--- src/hdl/brpu_pkg.sv ---
// Shared types and constants for the BMP 24-bit pixel unpacker.
`default_nettype none
package brpu_pkg;

  localparam int unsigned MAX_DIM_DEF = 4096;

  localparam int unsigned CFG_INDEX_W = 3;
  localparam int unsigned CFG_DATA_W  = 13;

  localparam logic [CFG_INDEX_W-1:0] REG_IMAGE_WIDTH  = 3'd0;
  localparam logic [CFG_INDEX_W-1:0] REG_IMAGE_HEIGHT = 3'd1;
  localparam logic [CFG_INDEX_W-1:0] REG_BYTE_ORDER   = 3'd2;
  localparam logic [CFG_INDEX_W-1:0] REG_ORIGIN_X     = 3'd3;
  localparam logic [CFG_INDEX_W-1:0] REG_ORIGIN_Y     = 3'd4;

  localparam logic [1:0] MODE_BGR     = 2'd0;
  localparam logic [1:0] MODE_RGB     = 2'd1;
  localparam logic [1:0] MODE_BGR_KEY = 2'd2;

  localparam logic [23:0] KEY_COLOR = 24'h000001;

  typedef struct packed {
    logic [12:0] image_width;
    logic [12:0] image_height;
    logic [1:0]  byte_order_mode;
    logic [11:0] origin_x;
    logic [11:0] origin_y;
  } brpu_cfg_t;

  typedef struct packed {
    logic [12:0] screen_x;
    logic [12:0] screen_y;
    logic [23:0] pixel_color;
    logic        frame_last;
  } brpu_pix_t;

endpackage
`default_nettype wire

--- src/hdl/brpu_cfg_regs.sv ---
// Configuration register file for the BMP 24-bit pixel unpacker.
`default_nettype none
module brpu_cfg_regs
  import brpu_pkg::*;
(
  input  wire logic                   clk,
  input  wire logic                   rst,
  input  wire logic                   cfg_valid,
  output logic                        cfg_ready,
  input  wire logic [CFG_INDEX_W-1:0] cfg_index,
  input  wire logic [CFG_DATA_W-1:0]  cfg_data,
  output brpu_cfg_t                   cfg
);

  brpu_cfg_t regs;

  assign cfg_ready = 1'b1;
  assign cfg       = regs;

  always_ff @(posedge clk) begin
    if (rst) begin
      regs.image_width     <= 13'd1;
      regs.image_height    <= 13'd1;
      regs.byte_order_mode <= MODE_BGR;
      regs.origin_x        <= 12'd0;
      regs.origin_y        <= 12'd0;
    end else if (cfg_valid) begin
      case (cfg_index)
        REG_IMAGE_WIDTH:  regs.image_width     <= cfg_data;
        REG_IMAGE_HEIGHT: regs.image_height    <= cfg_data;
        REG_BYTE_ORDER:   regs.byte_order_mode <= cfg_data[1:0];
        REG_ORIGIN_X:     regs.origin_x        <= cfg_data[11:0];
        REG_ORIGIN_Y:     regs.origin_y        <= cfg_data[11:0];
        default: begin
        end
      endcase
    end
  end

endmodule
`default_nettype wire

--- src/hdl/brpu_decode.sv ---
// Byte-phase, padding and position tracking with pixel assembly.
`default_nettype none
module brpu_decode
  import brpu_pkg::*;
#(
  parameter int unsigned MAX_DIM = MAX_DIM_DEF
) (
  input  wire logic       clk,
  input  wire logic       rst,
  input  wire logic       fire,
  input  wire logic [7:0] data_byte,
  input  wire logic       frame_start,
  input  wire brpu_cfg_t  cfg,
  output logic            emit,
  output brpu_pix_t       pix
);

  localparam int unsigned CntW = $clog2(MAX_DIM);
  localparam int unsigned DimW = CntW + 1;
  localparam int unsigned SumW = (DimW > 13) ? DimW : 13;

  logic [CntW-1:0] column_count, column_count_next;
  logic [CntW-1:0] row_count, row_count_next;
  logic [1:0]      byte_phase, byte_phase_next;
  logic [1:0]      pad_remaining, pad_remaining_next;
  logic [15:0]     held_bytes, held_bytes_next;

  logic [DimW-1:0] w, h;
  logic [CntW-1:0] col_cur, row_cur;
  logic [1:0]      phase_cur, pad_cur;
  logic [15:0]     held_cur;
  logic [DimW-1:0] col_inc, row_inc, flipped;
  logic            row_end, img_end;
  logic [23:0]     color;
  logic [SumW-1:0] sum_x, sum_y;

  always_comb begin
    if (cfg.image_width == 13'd0) begin
      w = DimW'(1);
    end else if (32'(cfg.image_width) > 32'(MAX_DIM)) begin
      w = DimW'(MAX_DIM);
    end else begin
      w = DimW'(cfg.image_width);
    end
    if (cfg.image_height == 13'd0) begin
      h = DimW'(1);
    end else if (32'(cfg.image_height) > 32'(MAX_DIM)) begin
      h = DimW'(MAX_DIM);
    end else begin
      h = DimW'(cfg.image_height);
    end
  end

  always_comb begin
    col_cur   = frame_start ? '0 : column_count;
    row_cur   = frame_start ? '0 : row_count;
    phase_cur = frame_start ? 2'd0 : byte_phase;
    pad_cur   = frame_start ? 2'd0 : pad_remaining;
    held_cur  = frame_start ? 16'd0 : held_bytes;

    col_inc = DimW'(col_cur) + DimW'(1);
    row_inc = DimW'(row_cur) + DimW'(1);
    row_end = col_inc >= w;
    img_end = row_end && (row_inc >= h);
    flipped = (DimW'(row_cur) < h) ? (h - row_inc) : '0;

    if (cfg.byte_order_mode == MODE_RGB) begin
      color = {held_cur[15:8], held_cur[7:0], data_byte};
    end else begin
      color = {data_byte, held_cur[7:0], held_cur[15:8]};
    end

    sum_x = SumW'(cfg.origin_x) + SumW'(col_cur);
    sum_y = SumW'(cfg.origin_y) + SumW'(flipped);

    pix.screen_x    = sum_x[12:0];
    pix.screen_y    = sum_y[12:0];
    pix.pixel_color = color;
    pix.frame_last  = img_end;

    column_count_next  = col_cur;
    row_count_next     = row_cur;
    byte_phase_next    = phase_cur;
    pad_remaining_next = pad_cur;
    held_bytes_next    = held_cur;
    emit               = 1'b0;

    if (pad_cur != 2'd0) begin
      pad_remaining_next = pad_cur - 2'd1;
    end else begin
      case (phase_cur)
        2'd0: begin
          held_bytes_next = {data_byte, 8'd0};
          byte_phase_next = 2'd1;
        end
        2'd1: begin
          held_bytes_next = {held_cur[15:8], data_byte};
          byte_phase_next = 2'd2;
        end
        default: begin
          byte_phase_next = 2'd0;
          emit = !((cfg.byte_order_mode == MODE_BGR_KEY) && (color == KEY_COLOR));
          if (row_end) begin
            column_count_next  = '0;
            pad_remaining_next = w[1:0];
            row_count_next     = img_end ? '0 : row_inc[CntW-1:0];
          end else begin
            column_count_next = col_inc[CntW-1:0];
          end
        end
      endcase
    end
  end

  always_ff @(posedge clk) begin
    if (rst) begin
      column_count  <= '0;
      row_count     <= '0;
      byte_phase    <= 2'd0;
      pad_remaining <= 2'd0;
      held_bytes    <= 16'd0;
    end else if (fire) begin
      column_count  <= column_count_next;
      row_count     <= row_count_next;
      byte_phase    <= byte_phase_next;
      pad_remaining <= pad_remaining_next;
      held_bytes    <= held_bytes_next;
    end
  end

endmodule
`default_nettype wire

--- src/hdl/bmp_rgb24_pixel_unpacker_unit.sv ---
// Top level of the BMP 24-bit pixel unpacker: input register, decoder, result register.
//
//   Channel  Handshake               Payload
//   in       in_valid / in_ready     data_byte, frame_start
//   out      out_valid / out_ready   screen_x, screen_y, pixel_color, frame_last
//   cfg      cfg_valid / cfg_ready   cfg_index, cfg_data
//
// One byte request is taken per cycle unless the result stalls; its third byte builds a pixel.
// The rate is set by the single decode step between the input and result registers.
// Reset is synchronous and clears the counters, phase, padding and valid flags.
// A stalled result holds the decoder, and the input register then fills and drops in_ready.
`default_nettype none
module bmp_rgb24_pixel_unpacker_unit
  import brpu_pkg::*;
#(
  parameter int unsigned MAX_DIM = MAX_DIM_DEF
) (
  input  wire logic                   clk,
  input  wire logic                   rst,
  input  wire logic                   in_valid,
  output logic                        in_ready,
  input  wire logic [7:0]             data_byte,
  input  wire logic                   frame_start,
  output logic                        out_valid,
  input  wire logic                   out_ready,
  output logic [12:0]                 screen_x,
  output logic [12:0]                 screen_y,
  output logic [23:0]                 pixel_color,
  output logic                        frame_last,
  input  wire logic                   cfg_valid,
  output logic                        cfg_ready,
  input  wire logic [CFG_INDEX_W-1:0] cfg_index,
  input  wire logic [CFG_DATA_W-1:0]  cfg_data
);

  brpu_cfg_t cfg;
  brpu_pix_t pix;
  brpu_pix_t res;
  logic      in_full;
  logic [7:0] in_byte;
  logic      in_start;
  logic      out_free, fire, emit;

  brpu_cfg_regs u_cfg (
    .clk       (clk),
    .rst       (rst),
    .cfg_valid (cfg_valid),
    .cfg_ready (cfg_ready),
    .cfg_index (cfg_index),
    .cfg_data  (cfg_data),
    .cfg       (cfg)
  );

  assign out_free = !out_valid || out_ready;
  assign fire     = in_full && out_free;
  assign in_ready = !in_full || fire;

  always_ff @(posedge clk) begin
    if (rst) begin
      in_full <= 1'b0;
    end else if (in_valid && in_ready) begin
      in_full <= 1'b1;
    end else if (fire) begin
      in_full <= 1'b0;
    end
  end

  always_ff @(posedge clk) begin
    if (in_valid && in_ready) begin
      in_byte  <= data_byte;
      in_start <= frame_start;
    end
  end

  brpu_decode #(
    .MAX_DIM (MAX_DIM)
  ) u_decode (
    .clk         (clk),
    .rst         (rst),
    .fire        (fire),
    .data_byte   (in_byte),
    .frame_start (in_start),
    .cfg         (cfg),
    .emit        (emit),
    .pix         (pix)
  );

  always_ff @(posedge clk) begin
    if (rst) begin
      out_valid <= 1'b0;
    end else if (fire && emit) begin
      out_valid <= 1'b1;
    end else if (out_ready) begin
      out_valid <= 1'b0;
    end
  end

  always_ff @(posedge clk) begin
    if (fire && emit) begin
      res <= pix;
    end
  end

  assign screen_x    = res.screen_x;
  assign screen_y    = res.screen_y;
  assign pixel_color = res.pixel_color;
  assign frame_last  = res.frame_last;

endmodule
`default_nettype wire

--- config.mk ---
export PLATFORM = sky130hd
export DESIGN_NAME = bmp_rgb24_pixel_unpacker_unit
export DESIGN_NICKNAME = d
export VERILOG_FILES = /design/src/hdl/brpu_pkg.sv /design/src/hdl/brpu_cfg_regs.sv /design/src/hdl/brpu_decode.sv /design/src/hdl/bmp_rgb24_pixel_unpacker_unit.sv
export SDC_FILE = /design/constraint.sdc
export NUM_CORES = 1
export LEC_CHECK = 0
export CAP_MARGIN = 20
export CORE_MARGIN = 5
export CORE_UTILIZATION = 50
export DETAILED_ROUTE_END_ITERATION = 10
export DONT_BUFFER_PORTS = 1
export PLACE_DENSITY_LB_ADDON = 0.15
export SLEW_MARGIN = 5
export SYNTH_ARGS = -nofsm -noshare
export SYNTH_HDL_FRONTEND = slang
export SYNTH_SLANG_ARGS = --single-unit
--- constraint.sdc ---
create_clock -name clk -period 13.17 [get_ports clk]
set_input_delay 2.634 -clock clk [delete_from_list [all_inputs] [get_ports clk]]
set_output_delay 2.634 -clock clk [all_outputs]
set_load 0.02 [all_outputs]
==> load_flow_metrics.sql, run 1 <==
INSERT INTO impl_metrics (metric_group, metric, value, unit) VALUES
('outcome', 'status', 'completed', ''),
('drt', 'number_of_remaining_drc_errors', '0', ''),
('synth', 'post_synth_num_cell_types', '70', ''),
('synth', 'ys.warnings.count', '0', ''),
('drt', 'detailroute.via_count', '6800', ''),
('synth', 'syn_area', '8820', 'µm²'),
('setup_path', 'cp_cell_sequence', 'nor2b_1 -> nand2_1', ''),
('synth', 'synth_edf_count', '60', ''),
('setup_path', 'critical_path.max_stage_delay', '0.26', 'ns'),
('clocking', 'cts_hold_buf', '0', ''),
('clocking', 'clockRootBuffer', 'sky130_fd_sc_hd__clkbuf_16', ''),
('floorplanning', 'die_w', '143', 'µm'),
('synth', 'seq_area_frac_synth', '42.6', '%'),
('drt', 'ant_nets', '0', ''),
('power', 'clock_share_of_power', '44.9', '%'),
('setup_path', 'critPathSlowestCell', 'sky130_fd_sc_hd__nor2b_1', ''),
('setup_path', 'setup.reg_to_reg.worst_slack', '8.39', 'ns'),
('layout', 'final_design_instance_area_without_fill', '9600', 'µm²'),
('setup_path', 'worst_setup_path_startpoint', 'out_ready', ''),
('floorplanning', 'chipHeight', '143', 'µm'),
('placed_design', 'gp_congestion', '0.849', ''),
('synth', 'synthesis.nets', '1108', ''),
('power', 'netSwitchingFraction', '24.0', '%'),
('timing', 'timing.final.crit_share', '43.9', '%'),
('layout', 'drive_above_1_share', '4.77', '%'),
('synth', 'asyncSetResetFlopFracSynth', '0', '%'),
('synth', 'yosys_most_used_dff', 'sky130_fd_sc_hd__dfxtp_1', ''),
('synth', 'synth_cells', '1011', ''),
('floorplanning', 'start_util', '51.0', '%'),
('setup_path', 'worst_ep_required_time', '10.54', 'ns'),
('timing', 'setup_viol_count_final', '0', ''),
('timing', 'worst_clock_skew', '0.0103', 'ns'),
('setup_path', 'worstSetupStartpointType', 'primary input', ''),
('clocking', 'cts_setup_buffers', '0', ''),
('timing', 'setup_total_negative_slack', '0', 'ns'),
('setup_path', 'crit_buf_inv', '0', ''),
('clocking', 'clock_sinks', '158', ''),
('timing', 'worst_slew_pin_slew', '0.962', 'ns'),
('placed_design', 'pre_cts_setup_slack', '7.37', 'ns'),
('global_route', 'grt_antenna_before_repair', '0', ''),
('timing', 'finalWorstPathRequiredPeriod', '5.78', 'ns'),
('setup_path', 'worst-setup-path-type', 'in2out', ''),
('layout', 'instances_no_fill', '1232', ''),
('drt', 'drt_iter0_markers', '345', ''),
('setup_path', 'critical-path-top-delay-family', 'simple AND/OR/NAND/NOR gates', ''),
('power', 'power_density', '119', 'nW/µm²'),
('clocking', 'number_of_clock_buffers_inserted_by_tritoncts', '17', ''),
('clocking', 'htreeDepth', '4', ''),
('setup_path', 'reg2reg_from', 'in_start', ''),
('worst_hold_path', 'hp-start', 'u_cfg.cfg[18]', ''),
('layout', 'final_net_count', '1091', ''),
('global_route', 'maximum_number_of_pins_on_one_net_before_global_route_repair', '87', ''),
('placed_design', 'dp_cells', '1200', ''),
('placed_design', 'dp.final_hpwl', '15.0', 'mm'),
('floorplanning', 'core_area', '17300', 'µm²'),
('run', 'cap_viol_max_count', '0', ''),
('setup_path', 'timing.critical_path.fanout_max', '5', ''),
('clocking', 'tritoncts', 'done', ''),
('timing', 'max_freq', '173', 'MHz'),
('power', 'worst_vdd_drop', '95.1', 'µV'),
('global_route', 'grt_pass1_wl', '33.8', 'mm'),
('floorplanning', 'fp_rows', '48', ''),
('layout', 'antenna_cells_inserted', '0', ''),
('floorplanning', 'total_die_area', '20400', 'µm²'),
('global_route', 'grtUsageTotal', '20.8', '%'),
('placed_design', 'buffer_ports.inserted', '0', ''),
('power', 'p_int', '0.000872', 'W'),
('power', 'psw', '0.000275', 'W'),
('global_route', 'remaining_global_route_overflow', '0', ''),
('timing', 'final_max_slew_viol_count', '0', ''),
('setup_path', 'worst_ep_arrival_time', '3.15', 'ns');
## registers in the layout (all words and copies together), names as in the netlist
signal	flops
u_cfg.cfg	52
pixel_color	24
u_decode.held_bytes	16
screen_x	13
screen_y	13
u_decode.column_count	12
u_decode.row_count	12
in_byte	8
u_decode.byte_phase	2
u_decode.pad_remaining	2
frame_last	1
in_full	1
in_start	1
out_valid	1
## power groups by stage
stage	clock [W]	sequential, W	combinational (W)
2_1_floorplan	0	0.000534	0.0000872
3_3_place_gp	0	0.000537	0.000104
3_5_place_dp	0	0.000537	0.000105
4_1_cts	0.000522	0.000527	0.000105
5_1_grt	0.000545	0.000528	0.000119
6_report	0.000515	0.000527	0.000105
## layout by cell type, fill, tap and decap left out, types with 3 or more instances in the layout
cell type,Yosys,routed
sky130_fd_sc_hd__nand2_1,190,190
sky130_fd_sc_hd__a21oi_1,103,103
sky130_fd_sc_hd__dfxtp_1,98,98
sky130_fd_sc_hd__nor2_1,72,72
sky130_fd_sc_hd__ha_1,64,64
sky130_fd_sc_hd__edfxtp_1,60,60
sky130_fd_sc_hd__nor2b_1,45,45
sky130_fd_sc_hd__o21ai_0,45,45
sky130_fd_sc_hd__inv_1,31,31
sky130_fd_sc_hd__xnor2_1,31,31
sky130_fd_sc_hd__nand2b_1,28,28
sky130_fd_sc_hd__nand3_1,28,28
sky130_fd_sc_hd__clkbuf_16,0,19
sky130_fd_sc_hd__xor2_1,15,15
sky130_fd_sc_hd__and3_1,14,14
sky130_fd_sc_hd__nor3_1,13,13
sky130_fd_sc_hd__a31oi_1,13,12
sky130_fd_sc_hd__nor4_1,11,11
sky130_fd_sc_hd__o21a_1,11,11
sky130_fd_sc_hd__a21o_1,10,10
sky130_fd_sc_hd__a211oi_1,8,8
sky130_fd_sc_hd__nand3b_1,6,6
sky130_fd_sc_hd__and2_1,4,4
sky130_fd_sc_hd__or3_1,4,4
sky130_fd_sc_hd__a22o_1,4,4
sky130_fd_sc_hd__a22oi_1,4,4
sky130_fd_sc_hd__buf_4,2,4
sky130_fd_sc_hd__o31a_1,3,3
sky130_fd_sc_hd__a221oi_1,3,3
sky130_fd_sc_hd__fa_1,3,3
## cell usage after synthesis, types with 6 or more instances
| cell type | instances | area share, % |
|---|---|---|
| sky130_fd_sc_hd__a211oi_1 | 8 | 0.68 |
| sky130_fd_sc_hd__a21o_1 | 10 | 0.85 |
| sky130_fd_sc_hd__a21oi_1 | 103 | 5.8 |
| sky130_fd_sc_hd__a31oi_1 | 13 | 0.92 |
| sky130_fd_sc_hd__and3_1 | 14 | 0.99 |
| sky130_fd_sc_hd__clkbuf_1 | 30 | 1.3 |
| sky130_fd_sc_hd__dfxtp_1 | 98 | 22 |
| sky130_fd_sc_hd__edfxtp_1 | 60 | 20 |
| sky130_fd_sc_hd__ha_1 | 64 | 9.1 |
| sky130_fd_sc_hd__inv_1 | 31 | 1.3 |
| sky130_fd_sc_hd__nand2_1 | 190 | 8.1 |
| sky130_fd_sc_hd__nand2b_1 | 28 | 2.0 |
| sky130_fd_sc_hd__nand3_1 | 28 | 1.6 |
| sky130_fd_sc_hd__nand3b_1 | 6 | 0.51 |
| sky130_fd_sc_hd__nor2_1 | 72 | 3.1 |
| sky130_fd_sc_hd__nor2b_1 | 45 | 3.2 |
| sky130_fd_sc_hd__nor3_1 | 13 | 0.74 |
| sky130_fd_sc_hd__nor4_1 | 11 | 0.78 |
| sky130_fd_sc_hd__o21a_1 | 11 | 0.94 |
| sky130_fd_sc_hd__o21ai_0 | 45 | 2.6 |
| sky130_fd_sc_hd__xnor2_1 | 31 | 3.1 |
| sky130_fd_sc_hd__xor2_1 | 15 | 1.5 |
## per-stage QoR
| step | power, W | hold slack [ns] | util [%] |
|---|---|---|---|
| floorplan | 0.000621 | 0.432 | - |
| global placement | 0.000641 | 0.446 | 51.9 |
| detailed placement | 0.000642 | 0.449 | 51.9 |
| CTS | 0.00115 | 0.458 | 55.5 |
| global route | 0.00119 | 0.475 | 55.5 |
| finish | 0.00115 | 0.461 | 55.5 |
## final cells by class
| class | count | area, µm² |
|---|---|---|
| sequential | 158 | 3760 |
| fill | 1614 | 7690 |
| multi-input combinational | 782 | 4780 |
| clock inverter | 10 | 121 |
| clock buffer | 22 | 507 |
| inverter | 31 | 116 |
| timing repair buffer | 4 | 30.0 |
| tap | 225 | 282 |
## worst paths after layout
kind                                 end  cells past startpoint
hold reg to reg            u_cfg.cfg[18]                      2
hold / removal             u_cfg.cfg[18]                      2
setup / recovery                in_ready                      2
setup reg to reg  u_decode.row_count[11]                     15
## per-layer routing
layer | GRT usage [%] | wire length [µm] | vias up
met1 | 28.5 | 10100 | 3131
met4 | 7.65 | 352 | 0
li1 | - | - | 3513
met3 | 5.53 | 1020 | 24
met2 | 31.8 | 9110 | 132
met5 | 0 | 0 | -
## cells by family (layout without fill, tap and decap cells)
kind of cell	Yosys count	in the layout	share of synthesized area [%]
adder cells (fa/ha/maj)	67	67	9.75
flip-flops	158	158	42.6
buffers and inverters	71	67	3.32
AO/OA/AOI/OAI	233	233	16.0
multiplexers	3	3	0.354
XOR/XNOR	47	47	4.75
other	1	1	0.0425
AND/OR/NAND/NOR	431	431	23.1
No activity file was read; power rests on OpenSTA's default activity.
==> run 2, diff against run 1 <==
Settings changed: ABC_AREA set to 1.
Clock period 13.17 ns to 4.9 ns, I/O delays scaled along.
==> run 2 against run 1 <==
Net effect:
- final cell count grew 22%
- register-to-register slack worse by 7.8 ns
- clock-buffer cell count down 5
- die area is 7.8% higher
- power rose to 2.8 times the previous value
- sequential cell count unchanged
- sequential power rose to 2.8 times the previous value
- core utilization is 0.68 points lower
- cell area grew 7.2%
- clock skew is 0.00086 ns higher
==> load_flow_metrics.sql, run 2 <==
INSERT INTO impl_metrics (metric_group, metric, value, unit) VALUES
('outcome', 'status', 'completed', ''),
('setup_path', 'worstSetupStartpointType', 'register', ''),
('floorplanning', 'die_w', '148', 'µm'),
('drt', 'drt_iter0_markers', '658', ''),
('timing', 'rsz0062_at_grt', 'no', ''),
('power', 'power_density', '317', 'nW/µm²'),
('drt', 'wl_per_cell', '15.4', 'µm'),
('clocking', 'cts_hold_buf', '0', ''),
('synth', 'synth_cells', '1276', ''),
('floorplanning', 'num_io_pins', '84', ''),
('drt', 'drt-total-wl', '23.2', 'mm'),
('layout', 'number_of_inserted_filler_cells_in_the_final_layout', '1819', ''),
('drt', 'detailroute.via_count', '8056', ''),
('synth', 'ys_seq_elements', '158', ''),
('global_route', 'grtUsageTotal', '21.5', '%'),
('clocking', 'worst_setup_hold_path_clk_slew', '0.07', 'ns'),
('global_route', 'grt_pass1_vias', '7390', ''),
('timing', 'setup_viol_count_final', '0', ''),
('worst_hold_path', 'hp-class', 'reg2reg', ''),
('layout', 'sequential_cell_area', '3760', 'µm²'),
('synth', 'post_synth_num_cell_types', '49', ''),
('synth', 'seq_area_frac_synth', '39.4', '%'),
('setup_path', 'worst_ep_required_time', '5.08', 'ns'),
('setup_path', 'worst-setup-path-type', 'reg2reg', ''),
('synth', 'yosysMostFrequentCell', 'sky130_fd_sc_hd__nand2_1', ''),
('synth', 'list_of_most_frequent_post_synthesis_cells', '224 x sky130_fd_sc_hd__nand2_1, 187 x sky130_fd_sc_hd__inv_1, 154 x sky130_fd_sc_hd__nor2_1', ''),
('setup_path', 'worstSetupEndpointType', 'register', ''),
('layout', 'final_net_count', '1359', ''),
('timing', 'worst_slew_pin_slew', '1.05', 'ns'),
('global_route', 'grt_pass1_wl', '37.7', 'mm'),
('clocking', 'htreeDepth', '4', ''),
('timing', 'final_max_slew_viol_count', '0', ''),
('synth', 'syn-mean-instance-area', '7.50', 'µm²'),
('clocking', 'cts_setup_buffers', '0', ''),
('timing', 'worst_slew_margin_rel', '29.9', '%'),
('floorplanning', 'start_util', '51.0', '%'),
('clocking', 'insertion_delay', '0.43', 'ns'),
('clocking', 'number_of_clock_buffers_inserted_by_tritoncts', '17', ''),
('drt', 'number_of_remaining_drc_errors', '0', ''),
('clocking', 'cts_resized', '0', ''),
('drt', 'drt_first_pass_iters', '5', ''),
('setup_path', 'worst_setup_path_startpoint', 'in_start', ''),
('timing', 'hold_violations', '0', ''),
('timing', 'finalWorstPathRequiredPeriod', '4.34', 'ns'),
('power', 'total_power', '0.00326', 'W'),
('setup_path', 'reg2reg_from', 'in_start', ''),
('synth', 'ys.warnings.count', '0', ''),
('layout', 'max_ffs_per_register', '52', ''),
('synth', 'synthDominantAreaCellType', 'sky130_fd_sc_hd__dfxtp_1', ''),
('timing', 'timing.final.crit_share', '88.5', '%'),
('setup_path', 'timing.critical_path.fanout_max', '14', ''),
('layout', 'drive_above_1_share', '6.43', '%'),
('synth', 'top_cells_by_area_synth', 'sky130_fd_sc_hd__dfxtp_1 21%, sky130_fd_sc_hd__edfxtp_1 19%, sky130_fd_sc_hd__nand2_1 8.8%, sky130_fd_sc_hd__ha_1 8.4%, sky130_fd_sc_hd__inv_1 7.3%', ''),
('timing', 'setup_total_negative_slack', '0', 'ns'),
('clocking', 'tritoncts', 'done', ''),
('layout', 'final_common_cell', 'sky130_fd_sc_hd__nand2_1', ''),
('placed_design', 'buffer_ports.inserted', '0', ''),
('synth', 'synthesis.nets', '1373', ''),
('synth', 'yosys_most_used_dff', 'sky130_fd_sc_hd__dfxtp_1', ''),
('layout', 'multiInputGateArea', '4850', 'µm²'),
('placed_design', 'gp_congestion', '0.906', ''),
('drt', 'routed_via_density', '5.34', ''),
('timing', 'max_freq', '231', 'MHz'),
('synth', 'synth_edf_count', '60', ''),
('worst_hold_path', 'hp-start', 'u_cfg.cfg[17]', ''),
('synth', 'yosys.area.top_type_share', '20.5', '%'),
('global_route', 'maximum_number_of_pins_on_one_net_before_global_route_repair', '80', ''),
('layout', 'post-route-util', '54.8', '%'),
('placed_design', 'dp.final_hpwl', '17.3', 'mm'),
('clocking', 'clock_sinks', '158', ''),
('global_route', 'remaining_global_route_overflow', '0', ''),
('drt', 'ant_nets', '0', ''),
('layout', 'area_growth_syn_to_layout', '7.61', '%'),
('synth', 'syn_area', '9560', 'µm²'),
('power', 'worst_vdd_drop', '259', 'µV'),
('floorplanning', 'fp_rows', '50', ''),
('global_route', 'grt_antenna_before_repair', '0', ''),
('timing', 'worst_clock_skew', '0.0112', 'ns'),
('power', 'p_leak', '4.75', 'nW'),
('clocking', 'clockRootBuffer', 'sky130_fd_sc_hd__clkbuf_16', ''),
('floorplanning', 'total_die_area', '22000', 'µm²'),
('clocking', 'clock_tree.buffer_depth', '2', ''),
('layout', 'antenna_cells_inserted', '0', ''),
('synth', 'asyncSetResetFlopFracSynth', '0', '%'),
('floorplanning', 'chipHeight', '148', 'µm'),
('setup_path', 'worst_ep_arrival_time', '4.52', 'ns'),
('run', 'cap_viol_max_count', '0', ''),
('floorplanning', 'core_area', '18800', 'µm²'),
('layout', 'final_cell_mix', '224 x sky130_fd_sc_hd__nand2_1, 186 x sky130_fd_sc_hd__inv_1, 154 x sky130_fd_sc_hd__nor2_1, 120 x sky130_fd_sc_hd__a21oi_1, 116 x sky130_fd_sc_hd__o21ai_0', '');
-- run 2: cell count changes after synthesis, sizes merged, moves of 17 or more --
cell / before / now
inv: 31 / 198
nor2: 73 / 176
o21ai: 47 / 127
nor2b: 46 / 0
nand2: 190 / 225
nand2b: 28 / 0
nand3: 29 / 50
xnor2: 31 / 11
a21oi: 103 / 120
-- run 2: final cells by class --
| cell class | instances | share of cell area [%] |
|---|---|---|
| Clock buffer | 17 | 4.13 |
| Clock inverter | 15 | 1.42 |
| Inverter | 199 | 7.26 |
| Multi-Input combinational cell | 878 | 47.1 |
| Sequential cell | 158 | 36.6 |
| Tap cell | 234 | 2.84 |
| Timing Repair Buffer | 8 | 0.681 |
-- run 2: path summary, 6_finish.rpt --
path	to	slack, ns	cells past startpoint
setup / recovery	screen_y[11]	0.56	22
hold / removal	u_cfg.cfg[17]	0.46	2
setup reg to reg	screen_y[11]	0.56	22
hold reg to reg	u_cfg.cfg[17]	0.46	2
-- run 2: critical path: stages, from the launching register on --
cell and delay, ns:
sky130_fd_sc_hd__edfxtp_1 0.39, sky130_fd_sc_hd__buf_4 0.21, sky130_fd_sc_hd__inv_2 0.27, sky130_fd_sc_hd__nand2_1 0.17, sky130_fd_sc_hd__nor3_4 0.28, sky130_fd_sc_hd__nor2_1 0.09, sky130_fd_sc_hd__a21oi_1 0.16, sky130_fd_sc_hd__inv_1 0.07
sky130_fd_sc_hd__ha_1 0.37, sky130_fd_sc_hd__nand2_1 0.07, sky130_fd_sc_hd__o21ai_0 0.36, sky130_fd_sc_hd__nand2_1 0.09, sky130_fd_sc_hd__o211ai_1 0.19, sky130_fd_sc_hd__nand3_1 0.13, sky130_fd_sc_hd__nand2_1 0.10, sky130_fd_sc_hd__xnor2_1 0.12
sky130_fd_sc_hd__nor2_1 0.07, sky130_fd_sc_hd__ha_1 0.35, sky130_fd_sc_hd__nand2_1 0.09, sky130_fd_sc_hd__nor2_1 0.15, sky130_fd_sc_hd__nand3_1 0.12, sky130_fd_sc_hd__o2111ai_1 0.13, sky130_fd_sc_hd__xor2_1 0.09
-- run 2: logic make-up after synthesis --
group / count (synthesis) / share of synthesized area [%]
AOI/OAI and AO/OA: 280 / 15.5
xor gates and xnor gates: 40 / 3.66
adders and majority gates: 67 / 9.00
buffers and inverters: 240 / 9.97
DFF: 158 / 39.4
other: 1 / 0.0392
and+or+nand+nor: 490 / 22.5
-- run 2: power breakdown --
part / internal, W / switching (W) / total (W)
clock: 0.000678 / 0.000606 / 0.00128
sequential: 0.00142 / 0.0000316 / 0.00145
combinational: 0.000178 / 0.000351 / 0.000529
-- run 2: per-stage QoR --
stage | instances | cell area, µm² | setup slack, ns | hold slack [ns]
after detailed placement | 1475 | 9700 | 0.671 | 0.444
after global routing | 1509 | 10300 | 0.221 | 0.470
after CTS | 1507 | 10300 | 0.651 | 0.457
after floorplan | 1276 | 9560 | 1.05 | 0.428
after global placement | 1475 | 9700 | 0.722 | 0.442
final | 1509 | 10300 | 0.563 | 0.457
-- run 2: layer usage --
metal  share of wire, %  up-vias  GRT usage (%)  routed length, µm
met5                  0        -              0                  0
met4                1.8        0           6.51                412
met3                5.6       27           4.91               1310
met2                 45      206           34.2              10400
met1                 48     3658           29.3              11100
li1                   -     4165              -                  -
==> run 3, diff against run 2 <==
Settings changed: CORE_UTILIZATION 50 to 41.
==> run 3 against run 2 <==
Net effect:
- first-iteration DRC count shrank 6.4%
- maximum frequency grew 2.5%
- sequential share of layout area shrank 0.61 points
- critical endpoint unchanged
- clock-buffer cell count grew 6
- global-route usage shrank 2.4 points
- clock skew shrank 0.0030 ns
- sequential cell count is the same
==> load_flow_metrics.sql, run 3 (synthesized netlist as in run 2, its figures left out) <==
INSERT INTO impl_metrics (metric_group, metric, value, unit) VALUES
('clocking', 'clockRootBuffer', 'sky130_fd_sc_hd__clkbuf_16', ''),
('global_route', 'grt_antenna_before_repair', '1', ''),
('timing', 'worst_slew_pin_slew', '0.721', 'ns'),
('global_route', 'grt_pass1_vias', '7836', ''),
('timing', 'max_freq', '236', 'MHz'),
('timing', 'setup_viol_count_final', '0', ''),
('timing', 'timing.final.crit_share', '86.4', '%'),
('setup_path', 'worst-r2r-cell-count', '22', ''),
('clocking', 'number_of_clock_buffers_inserted_by_tritoncts', '17', ''),
('floorplanning', 'die_w', '163', 'µm'),
('global_route', 'remaining_global_route_overflow', '0', ''),
('run', 'cap_viol_max_count', '0', ''),
('setup_path', 'r2r_end', 'screen_y[11]', ''),
('layout', 'drive_above_1_share', '6.57', '%'),
('global_route', 'maximum_number_of_pins_on_one_net_before_global_route_repair', '56', ''),
('setup_path', 'critPathSlowestCell', 'sky130_fd_sc_hd__edfxtp_1', ''),
('clocking', 'cts_setup_buffers', '0', ''),
('worst_hold_path', 'hp-class', 'reg2reg', ''),
('layout', 'final_cell_mix', '223 x sky130_fd_sc_hd__nand2_1, 186 x sky130_fd_sc_hd__inv_1, 154 x sky130_fd_sc_hd__nor2_1, 120 x sky130_fd_sc_hd__a21oi_1, 116 x sky130_fd_sc_hd__o21ai_0', ''),
('timing', 'fin_worst_hold_slack', '0.458', 'ns'),
('floorplanning', 'start_util', '42.0', '%'),
('floorplanning', 'total_die_area', '26500', 'µm²'),
('power', 'worst_vdd_drop', '235', 'µV'),
('setup_path', 'worstSetupEndpoint', 'screen_y[11]', ''),
('setup_path', 'worstSetupEndpointType', 'register', ''),
('timing', 'final_max_slew_viol_count', '0', ''),
('setup_path', 'setup.reg_to_reg.worst_slack', '0.67', 'ns'),
('setup_path', 'worst_ep_required_time', '5.07', 'ns'),
('drt', 'drt_first_pass_iters', '5', ''),
('timing', 'rsz0062_at_grt', 'no', ''),
('setup_path', 'worst_ep_arrival_time', '4.40', 'ns'),
('timing', 'hold_violations', '0', ''),
('setup_path', 'worstSetupStartpointType', 'register', ''),
('drt', 'detailroute.via_count', '8116', ''),
('drt', 'drt_iter0_markers', '616', ''),
('setup_path', 'worst-setup-path-type', 'reg2reg', ''),
('timing', 'setup_total_negative_slack', '0', 'ns'),
('clocking', 'clock_tree.buffer_depth', '2', ''),
('timing', 'finalWorstPathRequiredPeriod', '4.23', 'ns'),
('floorplanning', 'chipHeight', '163', 'µm'),
('global_route', 'grtUsageTotal', '19.0', '%'),
('setup_path', 'cp_cell_sequence', 'buf_4 -> nor2_8 -> nand2_1 -> nor2_2 -> nand2_1 -> xor2_1 -> inv_1 -> ha_1 -> nand2_1 -> nor2_1 -> nand2_1 -> o211ai_1 -> nand3_1 -> nand2_1 -> xnor2_1 -> nor2_1 -> ha_1 -> nand2_1 -> nor2_1 -> nand3_1 -> o2111ai_1 -> xor2_1', ''),
('layout', 'area_growth_syn_to_layout', '9.44', '%'),
('setup_path', 'crit_path_most_repeated_cell', 'sky130_fd_sc_hd__nand2_1', ''),
('clocking', 'insertion_delay', '0.42', 'ns'),
('setup_path', 'critical-path-top-delay-family', 'simple AND/OR/NAND/NOR gates', ''),
('clocking', 'cts_hold_buf', '0', ''),
('drt', 'drt-total-wl', '24.5', 'mm'),
('setup_path', 'critical_path.max_stage_delay', '0.57', 'ns'),
('clocking', 'tritoncts', 'done', ''),
('layout', 'number_of_inserted_filler_cells_in_the_final_layout', '2315', ''),
('setup_path', 'crit_buf_inv', '2', ''),
('layout', 'final_common_cell', 'sky130_fd_sc_hd__nand2_1', ''),
('worst_hold_path', 'hp-start', 'u_cfg.cfg[23]', ''),
('floorplanning', 'fp_rows', '55', ''),
('power', 'p_leak', '4.79', 'nW'),
('drt', 'routed_via_density', '5.10', ''),
('clocking', 'worst_setup_hold_path_clk_slew', '0.07', 'ns'),
('setup_path', 'cp.depth', '22', ''),
('setup_path', 'worst_setup_path_startpoint', 'in_start', ''),
('setup_path', 'timing.critical_path.fanout_max', '7', ''),
('clocking', 'clock_sinks', '158', ''),
('timing', 'worst_clock_skew', '0.00815', 'ns'),
('layout', 'antenna_cells_inserted', '0', ''),
('timing', 'worst_slew_margin_rel', '51.8', '%'),
('clocking', 'htreeDepth', '4', ''),
('layout', 'max_ffs_per_register', '52', ''),
('layout', 'final_net_count', '1362', ''),
('drt', 'number_of_remaining_drc_errors', '0', ''),
('floorplanning', 'core_area', '22800', 'µm²'),
('power', 'power_density', '318', 'nW/µm²'),
('clocking', 'cts_resized', '0', ''),
('setup_path', 'reg2reg_from', 'in_start', ''),
('global_route', 'grt_pass1_wl', '40.3', 'mm'),
('drt', 'ant_nets', '0', ''),
('placed_design', 'buffer_ports.inserted', '0', ''),
('placed_design', 'gp_congestion', '0.895', ''),
('drt', 'wl_per_cell', '15.4', 'µm'),
('placed_design', 'dp.final_hpwl', '18.4', 'mm'),
('floorplanning', 'num_io_pins', '84', ''),
('outcome', 'status', 'completed', '');
==> run 3: cell count changes in the layout (fill, tap and decap cells not counted), sizes merged <==
cell / delta
clkbuf: +6
clkinvlp: -2
buf: +3
clkinv: +3
bufinv: +1
inv: -8
==> run 3: area by class of cell <==
| type | count | area, µm² | share of cell area [%] |
|---|---|---|---|
| Timing Repair Buffer | 11 | 115 | 1.10 |
| Multi-Input combinational cell | 878 | 4850 | 46.3 |
| Inverter | 199 | 747 | 7.14 |
| Clock buffer | 23 | 504 | 4.82 |
| Sequential cell | 158 | 3760 | 36.0 |
| Clock inverter | 9 | 96.3 | 0.920 |
| Tap cell | 313 | 392 | 3.74 |
==> run 3: per-layer routing <==
layer,vias up,share of wire [%],track usage [%]
met4,0,1.9,5.11
met2,198,45,31.1
met3,34,5.5,4.07
met1,3727,47,25.7
li1,4157,-,-
met5,-,0,0
==> run 3: worst min-delay path by stage <==
| stage | slack (ns) | end | depth (start not counted) |
|---|---|---|---|
| after floorplan | 0.43 | u_cfg.cfg[12] | 2 |
| after global placement | 0.44 | u_cfg.cfg[17] | 2 |
| after detailed placement | 0.45 | u_cfg.cfg[16] | 2 |
| after CTS | 0.46 | u_decode.row_count[0] | 2 |
| after global routing | 0.48 | u_cfg.cfg[14] | 2 |
| final | 0.46 | u_cfg.cfg[23] | 2 |
==> run 3: stage by stage <==
| stage | util [%] | power (W) | instance area [µm²] | setup slack, ns | instances |
|---|---|---|---|---|---|
| 2_1_floorplan | - | 0.00189 | 9560 | 1.05 | 1276 |
| 3_3_place_gp | 43.1 | 0.00201 | 9820 | 0.698 | 1557 |
| 3_5_place_dp | 43.1 | 0.00201 | 9820 | 0.691 | 1557 |
| 4_1_cts | 45.7 | 0.00336 | 10400 | 0.693 | 1589 |
| 5_1_grt | 46.0 | 0.00351 | 10500 | 0.267 | 1591 |
| 6_report | 46.0 | 0.00333 | 10500 | 0.668 | 1591 |
==> run 3: where the power goes <==
group | switching, W | total, W | leakage [nW] | internal, W
clock network | 0.000548 | 0.00134 | 0.296 | 0.000788
logic | 0.000357 | 0.000539 | 3.13 | 0.000182
registers | 0.0000331 | 0.00145 | 1.36 | 0.00142
total | 0.000938 | 0.00333 | 4.79 | 0.00239
==> run 3: worst register-to-register path: stages (launching register included) <==
cell                        delay (ns)
sky130_fd_sc_hd__edfxtp_1         0.57
sky130_fd_sc_hd__buf_4            0.29
sky130_fd_sc_hd__nor2_8           0.19
sky130_fd_sc_hd__nand2_1          0.08
sky130_fd_sc_hd__nor2_2           0.17
sky130_fd_sc_hd__nand2_1          0.08
sky130_fd_sc_hd__xor2_1           0.24
sky130_fd_sc_hd__inv_1            0.08
sky130_fd_sc_hd__ha_1             0.37
sky130_fd_sc_hd__nand2_1          0.10
sky130_fd_sc_hd__nor2_1           0.14
sky130_fd_sc_hd__nand2_1          0.07
sky130_fd_sc_hd__o211ai_1         0.19
sky130_fd_sc_hd__nand3_1          0.12
sky130_fd_sc_hd__nand2_1          0.10
sky130_fd_sc_hd__xnor2_1          0.11
sky130_fd_sc_hd__nor2_1           0.07
sky130_fd_sc_hd__ha_1             0.36
sky130_fd_sc_hd__nand2_1          0.10
sky130_fd_sc_hd__nor2_1           0.18
sky130_fd_sc_hd__nand3_1          0.14
sky130_fd_sc_hd__o2111ai_1        0.13
sky130_fd_sc_hd__xor2_1           0.10
